$ cat src/rtl/grouped_bitmap_block_allocator_assert.svh
// Assertion macros for the grouped bitmap block allocator.
// Depends on i_clk and i_rst_n being visible where a macro is used.
`ifndef GROUPED_BITMAP_BLOCK_ALLOCATOR_ASSERT_SVH
`define GROUPED_BITMAP_BLOCK_ALLOCATOR_ASSERT_SVH

// Same-cycle implication, disabled while reset is held
`define BGBA_ASSERT_NOW(label, ante, cons, msg) \
    label: assert property (@(posedge i_clk) disable iff (!i_rst_n) (ante) |-> (cons)) \
        else $error(msg);

// Next-cycle implication, disabled while reset is held
`define BGBA_ASSERT_NXT(label, ante, cons, msg) \
    label: assert property (@(posedge i_clk) disable iff (!i_rst_n) (ante) |=> (cons)) \
        else $error(msg);

`endif

$ cat src/rtl/bgba_ram.sv
// Simple dual-port synchronous RAM: one write port, one read port,
// registered read data (read-first). No dependencies.
module bgba_ram #(
    parameter int WIDTH = 64,
    parameter int DEPTH = 64,
    parameter int AW    = (DEPTH > 1) ? $clog2(DEPTH) : 1
) (
    input  logic             i_clk,
    input  logic             i_we,
    input  logic [AW-1:0]    i_waddr,
    input  logic [WIDTH-1:0] i_wdata,
    input  logic [AW-1:0]    i_raddr,
    output logic [WIDTH-1:0] o_rdata
);

    logic [WIDTH-1:0] r_mem [DEPTH];
    logic [WIDTH-1:0] r_rdata;

    // Write the addressed entry
    always_ff @(posedge i_clk) begin
        if (i_we) begin
            r_mem[i_waddr] <= i_wdata;
        end
    end

    // Register the read data
    always_ff @(posedge i_clk) begin
        r_rdata <= r_mem[i_raddr];
    end

    assign o_rdata = r_rdata;

endmodule

$ cat config.mk
export PLATFORM = sky130hd
export DESIGN_NAME = bgba_ram
export DESIGN_NICKNAME = d
export VERILOG_FILES = /design/src/rtl/grouped_bitmap_block_allocator_assert.svh /design/src/rtl/bgba_ram.sv
export SDC_FILE = /design/constraint.sdc
export NUM_CORES = 2
export LEC_CHECK = 0
export BUFFER_PORTS_ARGS = -buffer_cell sky130_fd_sc_hd__clkbuf_2
export CORE_ASPECT_RATIO = 0.7
export CORE_MARGIN = 3
export CORE_UTILIZATION = 43
export CTS_BUF_LIST = sky130_fd_sc_hd__clkbuf_4 sky130_fd_sc_hd__clkbuf_8
export DETAILED_ROUTE_END_ITERATION = 7
export MAX_ROUTING_LAYER = met4
export PLACE_DENSITY_LB_ADDON = 0.2
export REMOVE_ABC_BUFFERS = 1
export SYNTH_ARGS = -nofsm -noshare
export SYNTH_HDL_FRONTEND = slang
export SYNTH_SLANG_ARGS = --single-unit
$ cat constraint.sdc
create_clock -name i_clk -period 7.7 [get_ports i_clk]
set_clock_uncertainty 0.15 [all_clocks]
set_input_delay 1.155 -clock i_clk [delete_from_list [all_inputs] [get_ports i_clk]]
set_output_delay 1.155 -clock i_clk [all_outputs]
set_load 0.03 [all_outputs]
Word level (Yosys, flattened, before mapping) --
Memories as Yosys holds them, arrays and structs flattened. A register that Yosys moved wholly into a read port is not among the register bits. Cells that the tools add are included. W data, S select, Z words.
Operators by class: mux-type cells 2
Operators with widths (count):
- $mux W1 | 2
Word-level totals: bits in registers 0, bits in writable memories 4096, output and inout bits 64, logic and storage cells 3, memories kept 1
Memory list:
- r_mem | words 64, width 64, read ports 1, clocked after Yosys merged registers in 1, write ports 1, RTL line bgba_ram.sv:16 | logic [WIDTH-1:0] r_mem [DEPTH];

Logic depth before layout (Yosys ltp) --
depth in word-level cells 2, depth in mapped cells 9, gate-level depth less buffers 5

Worst setup path after synthesis --
No wires, ideal clock.
path kind input to register, start point in i_waddr[3], end point mem r_mem[48][0] (enable), library setup time 0.564 ns, arrival time 6.027 ns, data required time 6.986 ns, setup slack 0.959 ns, stages 4, cells stage by stage clkbuf_1 > nor2b_1 > nand4b_1 > nor3_1
RTL lines:
- start, declared | RTL line bgba_ram.sv:10 | input logic [AW-1:0] i_waddr,
- end, declared | RTL line bgba_ram.sv:16
No word-level cell before the write port.

==> results.py <==
metrics = {
    "sta": {
        "period_share": 0.476,
        "rsz0062_at_grt": "no",
        "hold_viol": 0,
        "setup_viol": 0,
        "worstMarginPinSlew_ns": 1.33,
        "max_slew_margin": 0.115,
        "finalMaxSlewViolations": 0,
        "max_freq_mhz": 273,
        "fin_hold_ws_ns": 0.579,
        "fin_crit_ns": 3.66,
        "setup_tns_ns": 0,
    },
    "power": {
        "peakVddDrop_mv": 0.177,
        "p_leak_uw": 0.0548,
        "powerDensity_nw_per_um2": 256,
        "finalPower_uw": 45200,
    },
    "worst_setup_path": {
        "reg2reg_from": "r_mem[58][57]",
        "crit_slowest_cell": "buf_4",
        "slowest_delay_ns": 0.67,
        "ff2ff_path_depth": 5,
        "cp.required_ns": 8.47,
        "r2r_end": "o_rdata[57]",
        "crit_type": "input port to flip-flop",
        "reg2reg_slack_ns": 5.45,
        "crit_top_cell": "buf_4",
        "critPathLaunch": "i_raddr[0]",
        "start_kind": "input port",
        "worstPathArrival_ns": 4.44,
        "cp-end-kind": "flip-flop",
        "cp_cell_sequence": "buf_12 -> buf_4 -> buf_4 -> mux4_2 -> a2bb2oi_1 -> a31oi_1 -> a211oi_1",
        "critical_path_peak_fanout": 73,
        "endpoint": "o_rdata[57]",
    },
    "drt": {
        "drc": 0,
        "vias": 77300,
        "routedWlPerCell_um": 35.3,
        "finalWirelength_mm": 443,
        "drtIter0Drc": 10600,
        "viasPerCell": 6.16,
        "ant_nets": 0,
        "first_pass_iters": 5,
    },
    "placed_design": {
        "routabilityCongestion": 0.788,
        "dp_hpwl_mm": 232,
        "place_inst": 11400,
        "io_buffers": 141,
    },
    "clock_tree": {
        "cts_num_sinks": 4160,
        "cts_buffers": 623,
        "htreeDepth": 6,
        "clkLatencyLatePin_ns": 1.11,
        "cts_tree": "built",
        "holdBufCountCts": 0,
        "cts_max_path_buffers": 4,
        "cts_root_buf": "clkbuf_8",
        "cts.repair.resized": 0,
        "clk_pin_slew_ns": 0.06,
        "post_cts_buffers": 0,
    },
    "floorplanning": {
        "top_level_ports": 142,
        "dieArea_um2": 371000,
        "core_area_um2": 361000,
        "die_h_um": 511,
        "placementRows": 184,
        "die_x_um": 727,
        "initial_core_util": 0.434,
    },
    "logic_synthesis": {
        "ys.warnings.count": 0,
        "synth_ff_type": "edfxtp_1",
        "synth_edf_count": 4096,
        "synth-xor-area-share": 0,
        "synth-simple-area-share": 0.0124,
        "netlist.area_leader.share": 0.787,
        "synth_compound_area_frac": 0.0248,
        "ys_async_sr_fraction": 0,
        "synth_top_family_by_area": "multiplexers",
        "synthDistinctLibCells": 33,
        "netlist_top_cells_area": "edfxtp_1, mux4_2, mux2i_1",
        "synth_area_leader_cell": "edfxtp_1",
        "synth_seq_area_share": 0.795,
        "netlist_area_um2": 156000,
        "syn_area_per_cell_um2": 23.7,
        "syn_inst": 6598,
        "muxShareOfSynthArea": 0.156,
        "yosys_register_bits": 4160,
        "synth_fa_ha_area_frac": 0,
    },
    "outcome": {
        "status": "finished clean",
    },
    "global_routing": {
        "grt_pass1_wl_mm": 616,
        "grt_pass1_vias": 77400,
        "antenna_found_initial": 32,
        "track_usage": 0.244,
        "grt_max_degree": 110,
        "grtUsageMet2": 0.346,
        "grt.overflow.total": 0,
        "use_met1": 0.367,
        "use_met3": 0.0483,
        "busiest_layer": "met1",
    },
    "run": {
        "drv_cap": 0,
    },
    "final_layout": {
        "multi_input_area_um2": 30800,
        "drive_gt1_frac": 0.321,
        "seq_area_um2": 124000,
        "syn_to_final_growth_pct": 12.6,
        "fin_cells": 12500,
        "finish.net_count": 7288,
        "final_util": 0.488,
        "fill_cells": 29000,
    },
    "worst_hold_path": {
        "worstHoldPathCells": 2,
        "hold_class": "input port to flip-flop",
    },
}
critical path, delay by kind of cell:
family | cells | cell delay (ns)
buffers and inverters | 3 | 1.59
muxes | 1 | 0.59
AOI/OAI and AO/OA | 3 | 0.88
synth_stat cells (34+ instances only):
cell	count
a22oi_1	168
nand2_1	58
nand3_1	45
clkbuf_1	140
nor2_1	112
dfxtp_1	64
edfxtp_1	4096
buf_2	170
and3_1	64
o22ai_1	83
buf_4	34
o221ai_1	38
a22o_1	88
a211oi_1	63
mux2i_1	135
mux4_2	1024
worst min path at each step:
stage,end,startpoint
after floorplan,o_rdata[61],r_mem[30][61]
after global placement,o_rdata[62],r_mem[38][62]
after detailed placement,o_rdata[62],r_mem[36][62]
after CTS,r_mem[27][11],i_wdata[11]
after global routing,r_mem[27][11],i_wdata[11]
final,r_mem[16][37],i_wdata[37]
where the power goes:
part | total [µW] | leakage (µW) | internal (µW) | switching (µW)
Combinational | 2190 | 0.0111 | 774 | 1420
Clock | 17800 | 0.00638 | 9250 | 8520
Sequential | 25200 | 0.0374 | 25100 | 95.2
Total | 45200 | 0.0548 | 35100 | 10000
cell usage in the layout (no fill, tap or decap), drive strengths merged, types with 29 or more instances in the layout:
cell type / n
edfxtp: 4096
clkbuf: 1038
mux4: 1024
buf: 219
clkinv: 170
a22oi: 168
mux2i: 135
nor2: 112
a22o: 88
o22ai: 83
and3: 64
dfxtp: 64
a211oi: 63
nand2: 58
nand3: 45
o221ai: 38
inv: 35
or3: 29
flip-flops by register name, indices dropped and copies added, names as in the netlist:
name and flops:
r_mem 4096, o_rdata 64
through the flow:
stage | setup slack [ns] | instance area [µm²]
global route | 3.75 | 176000
CTS | 4.08 | 176000
floorplan | 1.10 | 155000
finish | 4.04 | 176000
detailed placement | 2.90 | 164000
global placement | 2.88 | 164000
per-layer routing:
metal	routed length (µm)	up-vias	part of all wire
li1	-	29800	-
met1	194000	42500	0.44
met2	196000	4333	0.44
met3	43300	638	0.098
met4	9740	0	0.022
met5	0	-	0
logic make-up (layout without fill, tap and decap cells):
family / count (synthesis) / after routing
DFF: 4160 / 4160
AOI/OAI and AO/OA: 504 / 504
and+or+nand+nor: 386 / 386
muxes: 1159 / 1159
other: 0 / 11
buffers and inverters: 389 / 1487
cell type report:
cell class / instances / share of cell area
Sequential cell: 4160 / 0.706
Multi-Input combinational cell: 2049 / 0.175
Clock buffer: 900 / 0.0617
Tap cell: 4836 / 0.0344
Timing Repair Buffer: 357 / 0.0160
Clock inverter: 211 / 0.00689
Inverter: 19 / 0.000405
Antenna cell: 11 / 0.000156
Power figures use the tool's default switching activity.
