--- src/rtl/grouped_bitmap_block_allocator_assert.svh ---
// Assertion macros for the grouped bitmap block allocator.
// Depends on i_clk and i_rst_n being visible where a macro is used.
`ifndef GROUPED_BITMAP_BLOCK_ALLOCATOR_ASSERT_SVH
`define GROUPED_BITMAP_BLOCK_ALLOCATOR_ASSERT_SVH

// Same-cycle implication, disabled while reset is held
`define BGBA_ASSERT_NOW(label, ante, cons, msg) \
    label: assert property (@(posedge i_clk) disable iff (!i_rst_n) (ante) |-> (cons)) \
        else $error(msg);

// Next-cycle implication, disabled while reset is held
`define BGBA_ASSERT_NXT(label, ante, cons, msg) \
    label: assert property (@(posedge i_clk) disable iff (!i_rst_n) (ante) |=> (cons)) \
        else $error(msg);

`endif

--- src/rtl/bgba_pkg.sv ---
// Shared types, constants and helpers for the grouped bitmap block allocator.
// No dependencies; imported by bgba_ctrl and the top-level module.
package bgba_pkg;

    // Field widths fixed by the transaction format
    localparam int BLOCK_W     = 12;
    localparam int COUNT_OUT_W = 9;
    localparam int CFG_W       = 5;
    localparam int WORD_BITS   = 64;
    localparam int BIT_W       = 6;

    // Defaults; GROUP_BLOCKS is a multiple of the bitmap word width
    localparam int NUM_GROUPS_DEF   = 16;
    localparam int GROUP_BLOCKS_DEF = 256;

    localparam logic [CFG_W-1:0] GROUPS_IN_USE_RST = CFG_W'(16);

    typedef enum logic {
        FUNC_ALLOC = 1'b0,
        FUNC_FREE  = 1'b1
    } t_func;

    typedef enum logic [1:0] {
        ST_OK           = 2'd0,
        ST_FULL         = 2'd1,
        ST_ALREADY_FREE = 2'd2,
        ST_OUT_OF_RANGE = 2'd3
    } t_status;

    typedef struct packed {
        t_func              func;
        logic [BLOCK_W-1:0] block_number;
    } t_in_item;

    typedef struct packed {
        logic [BLOCK_W-1:0]     result_block;
        t_status                status;
        logic [COUNT_OUT_W-1:0] group_free_count;
    } t_out_item;

    // Finished result handed from the sequencer to the output register
    typedef struct packed {
        logic      valid;
        t_out_item data;
    } t_res;

    // Index of the lowest clear bit of a bitmap word
    function automatic logic [BIT_W-1:0] ffz_word(input logic [WORD_BITS-1:0] w);
        logic [BIT_W-1:0] idx;
        idx = '0;
        for (int i = WORD_BITS - 1; i >= 0; i--) begin
            if (!w[i]) begin
                idx = BIT_W'(i);
            end
        end
        return idx;
    endfunction

endpackage

--- src/rtl/bgba_ctrl.sv ---
// Sequencer of the grouped bitmap block allocator: clearing pass, group and
// word scan for allocate, group lookup and update for free. Uses bgba_pkg.
module bgba_ctrl #(
    parameter int NUM_GROUPS   = bgba_pkg::NUM_GROUPS_DEF,
    parameter int GROUP_BLOCKS = bgba_pkg::GROUP_BLOCKS_DEF,
    parameter int WA_W         = 6,
    parameter int GA_W         = 4,
    parameter int CNT_W        = 9
) (
    input  logic                          i_clk,
    input  logic                          i_rst_n,
    input  logic                          i_valid,
    output logic                          o_stall,
    input  bgba_pkg::t_in_item            i_data,
    input  logic                          i_cfg_we,
    input  logic [bgba_pkg::CFG_W-1:0]    i_cfg_wdata,
    input  logic                          i_res_ready,
    output bgba_pkg::t_res                o_res,
    output logic                          o_bmp_we,
    output logic [WA_W-1:0]               o_bmp_waddr,
    output logic [bgba_pkg::WORD_BITS-1:0] o_bmp_wdata,
    output logic [WA_W-1:0]               o_bmp_raddr,
    input  logic [bgba_pkg::WORD_BITS-1:0] i_bmp_rdata,
    output logic                          o_cnt_we,
    output logic [GA_W-1:0]               o_cnt_waddr,
    output logic [CNT_W-1:0]              o_cnt_wdata,
    output logic [GA_W-1:0]               o_cnt_raddr,
    input  logic [CNT_W-1:0]              i_cnt_rdata
);

    import bgba_pkg::*;

    localparam int WPG   = GROUP_BLOCKS / WORD_BITS;
    localparam int WORDS = NUM_GROUPS * WPG;
    localparam int WIG_W = (WPG > 1) ? $clog2(WPG) : 1;
    localparam int G_W   = $clog2(NUM_GROUPS + 1);
    localparam int CMP_W = (G_W > CFG_W) ? G_W : CFG_W;
    localparam int REM_W = (CNT_W > BLOCK_W) ? CNT_W : BLOCK_W;

    typedef enum logic [3:0] {
        S_CLEAR,
        S_IDLE,
        S_A_CNT_RD,
        S_A_CNT_CHK,
        S_A_WD_RD,
        S_A_WD_CHK,
        S_F_DIV,
        S_F_RD,
        S_F_CHK,
        S_DONE
    } t_state;

    t_state             r_state;
    logic [CFG_W-1:0]   r_giu;
    logic [BLOCK_W-1:0] r_blk;
    logic [REM_W-1:0]   r_rem;
    logic [CMP_W-1:0]   r_g;
    logic [WA_W-1:0]    r_gbase;
    logic [WA_W-1:0]    r_waddr;
    logic [WIG_W-1:0]   r_wig;
    logic [CNT_W-1:0]   r_cnt;
    t_out_item          r_res;

    logic [CMP_W-1:0]     ng;
    logic [CMP_W-1:0]     g_next;
    logic [BIT_W-1:0]     zbit;
    logic [WORD_BITS-1:0] bit_mask;
    logic [WA_W-1:0]      blk_word;
    logic                 word_full;
    logic                 blk_used;

    // Clamp the register to the groups that exist
    assign ng = (CMP_W'(r_giu) > CMP_W'(NUM_GROUPS)) ? CMP_W'(NUM_GROUPS) : CMP_W'(r_giu);

    assign g_next    = r_g + CMP_W'(1);
    assign zbit      = ffz_word(i_bmp_rdata);
    assign word_full = &i_bmp_rdata;
    assign blk_word  = WA_W'(r_blk >> BIT_W);
    assign blk_used  = i_bmp_rdata[r_blk[BIT_W-1:0]];
    assign bit_mask  = (r_state == S_F_CHK) ? (WORD_BITS'(1) << r_blk[BIT_W-1:0])
                                            : (WORD_BITS'(1) << zbit);

    assign o_stall = (r_state != S_IDLE);
    assign o_res   = '{valid: (r_state == S_DONE), data: r_res};

    // Drive memory ports from the current state; writes land before the next
    // item can read, so no forwarding is needed
    always_comb begin
        o_bmp_we    = 1'b0;
        o_bmp_waddr = r_waddr;
        o_bmp_wdata = '0;
        o_bmp_raddr = r_waddr;
        o_cnt_we    = 1'b0;
        o_cnt_waddr = r_g[GA_W-1:0];
        o_cnt_wdata = r_cnt - CNT_W'(1);
        o_cnt_raddr = r_g[GA_W-1:0];
        case (r_state)
            S_CLEAR: begin
                o_bmp_we    = 1'b1;
                o_cnt_we    = (32'(r_waddr) < NUM_GROUPS);
                o_cnt_waddr = r_waddr[GA_W-1:0];
                o_cnt_wdata = CNT_W'(GROUP_BLOCKS);
            end
            S_A_WD_CHK: begin
                o_bmp_we    = !word_full;
                o_bmp_wdata = i_bmp_rdata | bit_mask;
                o_cnt_we    = !word_full;
            end
            S_F_RD: begin
                o_bmp_raddr = blk_word;
            end
            S_F_CHK: begin
                o_bmp_we    = blk_used;
                o_bmp_waddr = blk_word;
                o_bmp_wdata = i_bmp_rdata & ~bit_mask;
                o_cnt_we    = blk_used;
                o_cnt_wdata = i_cnt_rdata + CNT_W'(1);
            end
            default: begin
            end
        endcase
    end

    // Hold the configuration register
    always_ff @(posedge i_clk) begin
        if (!i_rst_n) begin
            r_giu <= GROUPS_IN_USE_RST;
        end else if (i_cfg_we) begin
            r_giu <= i_cfg_wdata;
        end
    end

    // Sequence each transaction through the memories
    always_ff @(posedge i_clk) begin
        if (!i_rst_n) begin
            r_state <= S_CLEAR;
            r_waddr <= '0;
        end else begin
            unique case (r_state)
                S_CLEAR: begin
                    if (r_waddr == WA_W'(WORDS - 1)) begin
                        r_waddr <= '0;
                        r_state <= S_IDLE;
                    end else begin
                        r_waddr <= r_waddr + WA_W'(1);
                    end
                end
                S_IDLE: begin
                    if (i_valid) begin
                        r_blk   <= i_data.block_number;
                        r_rem   <= REM_W'(i_data.block_number);
                        r_g     <= '0;
                        r_gbase <= '0;
                        if (i_data.func == FUNC_FREE) begin
                            r_state <= S_F_DIV;
                        end else if (ng == '0) begin
                            r_res   <= '{result_block: '0, status: ST_FULL,
                                         group_free_count: '0};
                            r_state <= S_DONE;
                        end else begin
                            r_state <= S_A_CNT_RD;
                        end
                    end
                end
                S_A_CNT_RD: begin
                    r_state <= S_A_CNT_CHK;
                end
                S_A_CNT_CHK: begin
                    r_cnt <= i_cnt_rdata;
                    if (i_cnt_rdata == '0) begin
                        // Skip a full group
                        r_g     <= g_next;
                        r_gbase <= r_gbase + WA_W'(WPG);
                        if (g_next >= ng) begin
                            r_res   <= '{result_block: '0, status: ST_FULL,
                                         group_free_count: '0};
                            r_state <= S_DONE;
                        end else begin
                            r_state <= S_A_CNT_RD;
                        end
                    end else begin
                        r_waddr <= r_gbase;
                        r_wig   <= '0;
                        r_state <= S_A_WD_RD;
                    end
                end
                S_A_WD_RD: begin
                    r_state <= S_A_WD_CHK;
                end
                S_A_WD_CHK: begin
                    if (!word_full) begin
                        r_res   <= '{result_block: BLOCK_W'({r_waddr, zbit}), status: ST_OK,
                                     group_free_count: COUNT_OUT_W'(r_cnt - CNT_W'(1))};
                        r_state <= S_DONE;
                    end else if (r_wig == WIG_W'(WPG - 1)) begin
                        // Group holds no clear bit: move on
                        r_g     <= g_next;
                        r_gbase <= r_gbase + WA_W'(WPG);
                        if (g_next >= ng) begin
                            r_res   <= '{result_block: '0, status: ST_FULL,
                                         group_free_count: '0};
                            r_state <= S_DONE;
                        end else begin
                            r_state <= S_A_CNT_RD;
                        end
                    end else begin
                        r_waddr <= r_waddr + WA_W'(1);
                        r_wig   <= r_wig + WIG_W'(1);
                        r_state <= S_A_WD_RD;
                    end
                end
                S_F_DIV: begin
                    // Find the group by repeated subtraction
                    if (r_g >= ng) begin
                        r_res   <= '{result_block: '0, status: ST_OUT_OF_RANGE,
                                     group_free_count: '0};
                        r_state <= S_DONE;
                    end else if (r_rem >= REM_W'(GROUP_BLOCKS)) begin
                        r_rem <= r_rem - REM_W'(GROUP_BLOCKS);
                        r_g   <= g_next;
                    end else begin
                        r_state <= S_F_RD;
                    end
                end
                S_F_RD: begin
                    r_state <= S_F_CHK;
                end
                S_F_CHK: begin
                    if (blk_used) begin
                        r_res <= '{result_block: r_blk, status: ST_OK,
                                   group_free_count: COUNT_OUT_W'(i_cnt_rdata + CNT_W'(1))};
                    end else begin
                        r_res <= '{result_block: '0, status: ST_ALREADY_FREE,
                                   group_free_count: COUNT_OUT_W'(i_cnt_rdata)};
                    end
                    r_state <= S_DONE;
                end
                S_DONE: begin
                    if (i_res_ready) begin
                        r_state <= S_IDLE;
                    end
                end
                default: begin
                    r_state <= S_IDLE;
                end
            endcase
        end
    end

endmodule

--- config.mk ---
export PLATFORM = sky130hd
export DESIGN_NAME = bgba_ctrl
export DESIGN_NICKNAME = d
export VERILOG_FILES = /design/src/rtl/grouped_bitmap_block_allocator_assert.svh /design/src/rtl/bgba_pkg.sv /design/src/rtl/bgba_ctrl.sv
export SDC_FILE = /design/constraint.sdc
export NUM_CORES = 1
export LEC_CHECK = 0
export ABC_CLOCK_PERIOD_IN_PS = 5100
export BUFFER_PORTS_ARGS = -buffer_cell sky130_fd_sc_hd__buf_4
export CORE_UTILIZATION = 35
export DETAILED_ROUTE_END_ITERATION = 7
export SLEW_MARGIN = 20
export SYNTH_ARGS = -nofsm -noshare
export SYNTH_HDL_FRONTEND = slang
export SYNTH_SLANG_ARGS = --single-unit
--- constraint.sdc ---
create_clock -name i_clk -period 5.1 [get_ports i_clk]
set_input_delay 0.255 -clock i_clk [delete_from_list [all_inputs] [get_ports i_clk]]
set_output_delay 0.255 -clock i_clk [all_outputs]
set_load 0.1 [all_outputs]
# Word-level counts from Yosys, hierarchy flattened
# Cells that the tools add are included.
# classes
magnitude_cmp	6
mux	122
shift	2
n_mul	0
eq_ne	27
reduce_logical	20
n_bitwise	3
n_addsub	7
n_div	0
# ops
cell	count
$mux 6	74
$mux 23	9
$pmux 64 s2	1
$shl 1x6->64 const A	2
$pmux 23 s5	1
$and 64x64->64	1
$mux 64	1
$not 64->64	1
$or 64x64->64	1
$reduce_and 64->1	1
$mux 4	12
$pmux 4 s10	1
$mux 12	3
$pmux 6 s3	2
$mux 5	7
$ne 2x2->1 const B	13
$pmux 12 s2	1
$pmux 5 s4	1
$pmux 9 s2	1
$eq 4x3->1 const B	4
$reduce_and 8->1	2
$ge 12x9->1 const B	1
$sub 12x9->12 const B	1
$ge 5x5->1	2
other kinds (34)	44
# totals
reg_bits	84
memories	0
mem_bits_rw	0
latch_bits	0
in_bits	96
elab_cells	199
output_inout_bits	120
rom_bits	0

# Longest topological paths before layout
# depth
word_depth	69
ltp_mapped	11
mapped_depth_nobuf	10

# Worst setup path before layout
# OpenSTA, ideal clock, no wires.
# synth_path
path_type	register to register
startpoint	register r_state[1]
endpoint	register r_res, in the netlist o_res[0], enable pin
path_buffers	2
setup_time_ps	528
setup_slack_ps	-1166
synth_period_minus_slack_ps	6266
t_arrival_ps	5738
t_required_ps	4572
path_stages_with_launch	8
cell_sequence	dfxtp_1 > clkbuf_1 > clkbuf_1 > nor2_1 > nand2_1 > o21ai_0 > o21bai_1 > a2111oi_0
# synth_between
elab_chain_len	3
elab_cells_between_ends	13
classes_between	eq/ne (11); reduce/logical (2)
# synth_lines
item	line_no	rtl
start, declared	bgba_ctrl.sv:53	t_state r_state;
start signal, assigned	bgba_ctrl.sv:136	r_state <= S_CLEAR;
start signal, assigned	bgba_ctrl.sv:143	r_state <= S_IDLE;
start signal, assigned	bgba_ctrl.sv:155	r_state <= S_F_DIV;
$eq 4x3->1, or another cell as far along	bgba_ctrl.sv:139	unique case (r_state)
$ne 3x3->1 (no source line), or another cell as far along	-	
$reduce_and 8->1 (no source line) *	-	
end signal, assigned	bgba_ctrl.sv:157	r_res <= '{result_block: '0, status: ST_FULL,
end signal, assigned	bgba_ctrl.sv:175	r_res <= '{result_block: '0, status: ST_FULL,
end signal, assigned	bgba_ctrl.sv:192	r_res <= '{result_block: BLOCK_W'({r_waddr, zbit}), status: ST_OK,
end, declared	bgba_ctrl.sv:62	t_out_item r_res;
# Every way passes the cells marked *; elsewhere a longest branch is shown, timed or not.
# A chain may end at the register's enable or synchronous reset.

# Worst setup path in the final report
# layout_path
startpoint	register r_state[3]
endpoint	output o_bmp_wdata[55] (netlist name)
# layout_between
elab_chain_len	5
elab_cells_between_ends	7
classes_between	eq/ne (2); mux (2); bitwise (3)
# layout_lines
item	line_no	rtl
$eq 4x4->1	bgba_ctrl.sv:80, bgba_ctrl.sv:97	
$mux 64	bgba_ctrl.sv:80	assign bit_mask = (r_state == S_F_CHK) ? (WORD_BITS'(1) << r_blk[BIT_W-1:0])
$not 64->64	bgba_ctrl.sv:115	o_bmp_wdata = i_bmp_rdata & ~bit_mask;
$and 64x64->64	bgba_ctrl.sv:115	
$pmux 64 s2 *	bgba_ctrl.sv:97	case (r_state)
end, declared	bgba_ctrl.sv:21	output logic [bgba_pkg::WORD_BITS-1:0] o_bmp_wdata,
# Marked as above.

==> impl_metrics.py <==
metrics = {
    "timing": {
        "min_period_ns": 4.19,
        "relSlewSlack": 0.268,
        "setup_violations": 0,
        "holdWs_ns": 0.0946,
        "skew_ns": 0.00695,
        "tightest_slew_ns": 1.09,
        "min_period_over_period": 0.821,
        "clock.fmax_ghz": 0.239,
        "hold_viol": 0,
        "drv_slew": 0,
        "rsz0062_at_grt": "no",
        "finalSetupTns_ns": 0,
    },
    "grt": {
        "grt_overflow": 0,
        "first_global_vias": 7369,
        "grt_start_max_net_pins": 39,
        "gr-usage-met3": 0.0387,
        "grt_pass1_wl_mm": 42.0,
        "use_met1": 0.334,
        "antenna_found_initial": 0,
        "grt_usage": 0.242,
        "grtUsageMet2": 0.386,
        "top_usage_layer": "met2",
    },
    "synth": {
        "synth-main-ff-cell": "edfxtp_1",
        "ys_types": 67,
        "ys_ff_latch": 82,
        "synth_top_family_by_area": "simple AND/OR/NAND/NOR gates",
        "async_flop_share": 0,
        "yosys_warnings": 0,
        "synth_edf_count": 67,
        "synth_nets": 1015,
        "synthXorXnorAreaFrac": 0.0263,
        "synthMuxAreaShare": 0.136,
        "synth_compound_area_frac": 0.213,
        "synth_area_sq_um": 7650,
        "yosysSeqAreaShare": 0.302,
        "synthSimpleGateAreaFrac": 0.239,
        "syn_area_per_cell_sq_um": 8.50,
        "synthCells": 900,
        "synthAdderAreaFrac": 0.0311,
    },
    "placed_design": {
        "dp.cells": 1347,
        "gp_congestion": 0.900,
        "dp_hpwl_mm": 21.0,
        "portBuffers": 215,
    },
    "clock_network": {
        "cts_tree": "yes",
        "ctsResizeCount": 0,
        "numCtsBuffers": 9,
        "htree_levels": 3,
        "post-cts-setup-buffers": 0,
        "cts_sinks": 82,
        "cts.path.max_buffers": 2,
        "root_buffer": "clkbuf_16",
        "clkTransAtPathRegs_ns": 0.06,
        "holdBufCountCts": 0,
        "insertion_delay_ns": 0.35,
    },
    "critical_path": {
        "crit_fanout": 19,
        "crit_arrival_ns": 3.93,
        "end_kind": "output pin",
        "cp-startpoint": "r_state[3]",
        "startpoint_type": "flip-flop",
        "r2r_end": "r_g[2]",
        "required_ns": 4.85,
        "r2r_start": "r_state[1]",
        "regToRegSetupSlack_ns": 1.41,
        "reg2reg_depth": 7,
        "critPathKind": "flip-flop to output pin",
    },
    "flow_run": {
        "max_cap_violations": 0,
    },
    "floorplan": {
        "io_pins": 216,
        "die-area_sq_um": 22400,
        "rows": 53,
        "die_h_um": 150,
        "start_util": 0.360,
        "fp.dieW_um": 150,
        "core_sq_um": 21200,
    },
    "cells_and_area": {
        "antenna_cells": 0,
        "nFillCells": 2166,
        "fin_cells": 1363,
        "syn_to_final_growth_pct": 28.1,
        "layout_common_cells": "229 x buf_4, 110 x nand2_1, 76 x nor2_1",
        "final_common_cell": "buf_4",
        "layout-drive-gt1-share": 0.283,
        "nets": 1198,
    },
    "status": {
        "status": "finished clean",
    },
    "power": {
        "ir_drop_mv": 0.128,
        "power.density_nw_per_um2": 169,
        "leakage_nw": 3.97,
    },
    "route": {
        "drtIter0Drc": 602,
        "wl_per_cell_um": 20.0,
        "firstDrtPassIters": 5,
        "drt-vias-per-instance": 5.90,
        "vias": 8048,
        "wirelength_mm": 27.3,
        "route.detailed.drc": 0,
        "antenna_left": 0,
    },
    "hold_path": {
        "hold_class": "input pin to flip-flop",
        "hold_start": "i_data[4]",
        "holdPathStages": 1,
        "hold_path_end": "r_blk[4]",
    },
}
## worst max-delay path by stage
stage | endpoint | slack [ns] | cells after the start
after detailed placement | o_bmp_we | 1.31 | 10
after floorplan | o_bmp_wdata[35] | 0.39 | 9
final | o_bmp_wdata[55] | 0.91 | 8
after CTS | o_bmp_we | 0.93 | 10
after global routing | o_bmp_wdata[55] | 0.56 | 8
after global placement | o_bmp_wdata[60] | 1.32 | 10
## Yosys cell counts, drive strengths merged (3+ instances only)
cell / instances / area, sq um
or2: 9 / 56.3
o32ai: 3 / 33.8
o2111ai: 4 / 35.0
and4: 12 / 105
mux4: 20 / 450
nor2: 77 / 289
and2: 15 / 96.3
a21boi: 7 / 52.6
a21o: 4 / 30.0
edfxtp: 67 / 2010
nor4: 10 / 62.6
nand3: 39 / 195
xor2: 9 / 78.8
o22ai: 8 / 50.1
or3: 6 / 37.5
ha: 19 / 238
dfxtp: 15 / 300
and3: 6 / 37.5
xnor2: 14 / 123
mux2i: 30 / 300
a31oi: 8 / 50.1
a211oi: 18 / 140
o211ai: 11 / 82.6
clkbuf: 47 / 176
a21oi: 56 / 280
a2111oi: 3 / 26.3
nand2b: 19 / 119
a221oi: 16 / 140
o31ai: 8 / 60.1
inv: 38 / 143
nor2b: 14 / 87.6
a311oi: 3 / 26.3
nand4: 21 / 131
nand2: 110 / 413
o211a: 14 / 140
nor3: 27 / 135
mux2: 26 / 293
buf: 11 / 72.6
o21ai: 37 / 189
a222oi: 7 / 70.1
## final cells by class
| cell class | instances | area, sq um | share of cell area |
|---|---|---|---|
| flip-flops and latches | 82 | 2310 | 0.236 |
| clock inverters | 4 | 42.5 | 0.00434 |
| multi-input cells | 722 | 4980 | 0.509 |
| inverters | 38 | 143 | 0.0146 |
| well taps | 275 | 344 | 0.0351 |
| repair buffers | 230 | 1730 | 0.177 |
| clock buffers | 12 | 236 | 0.0242 |
## state kept, by name (all words and copies together), names as in the netlist
register and cells:
r_g 5, r_state 4, r_waddr 6, o_res 23, r_rem 12, r_wig 2, r_gbase 4, r_cnt 9
r_giu 5, r_blk 12
## through the flow
step                      setup slack (ns)  cell area, sq um  utilization  power [mW]
after global placement                1.32              9500        0.448        1.03
after CTS                            0.926              9790        0.461        1.66
after floorplan                      0.392              7650            -       0.892
after global routing                 0.561              9790        0.461        1.71
final                                0.911              9790        0.461        1.65
after detailed placement              1.31              9510        0.448        1.04
## critical path, stage by stage (launching register included)
cell      delay, ns
dfxtp_1        0.64
nor4b_4        0.91
o21ai_0        0.28
o31ai_1        0.18
nand2b_1       0.34
nor2_1         0.41
nand3_1        0.12
a221oi_1       0.35
buf_4          0.37
## cells by family (layout without fill, tap and decap cells)
family / count (synthesis) / count (layout)
flops: 82 / 82
simple gates: 372 / 372
mux: 76 / 76
fa+ha+maj: 19 / 19
xor+xnor: 23 / 23
buf+inv: 96 / 284
compound gates: 232 / 232
## report_power, final
group | leakage, nW | switching [mW] | total (mW) | internal [mW]
clock network | 0.136 | 0.249 | 0.624 | 0.375
logic | 3.16 | 0.183 | 0.299 | 0.116
registers | 0.679 | 0.00595 | 0.729 | 0.723
## layer usage
metal  vias up  part of all wire
met5         -                 0
met4         0             0.019
met3        41             0.068
li1       3792                 -
met2       322              0.47
met1      3893              0.44
Power figures use the tool's default switching activity.
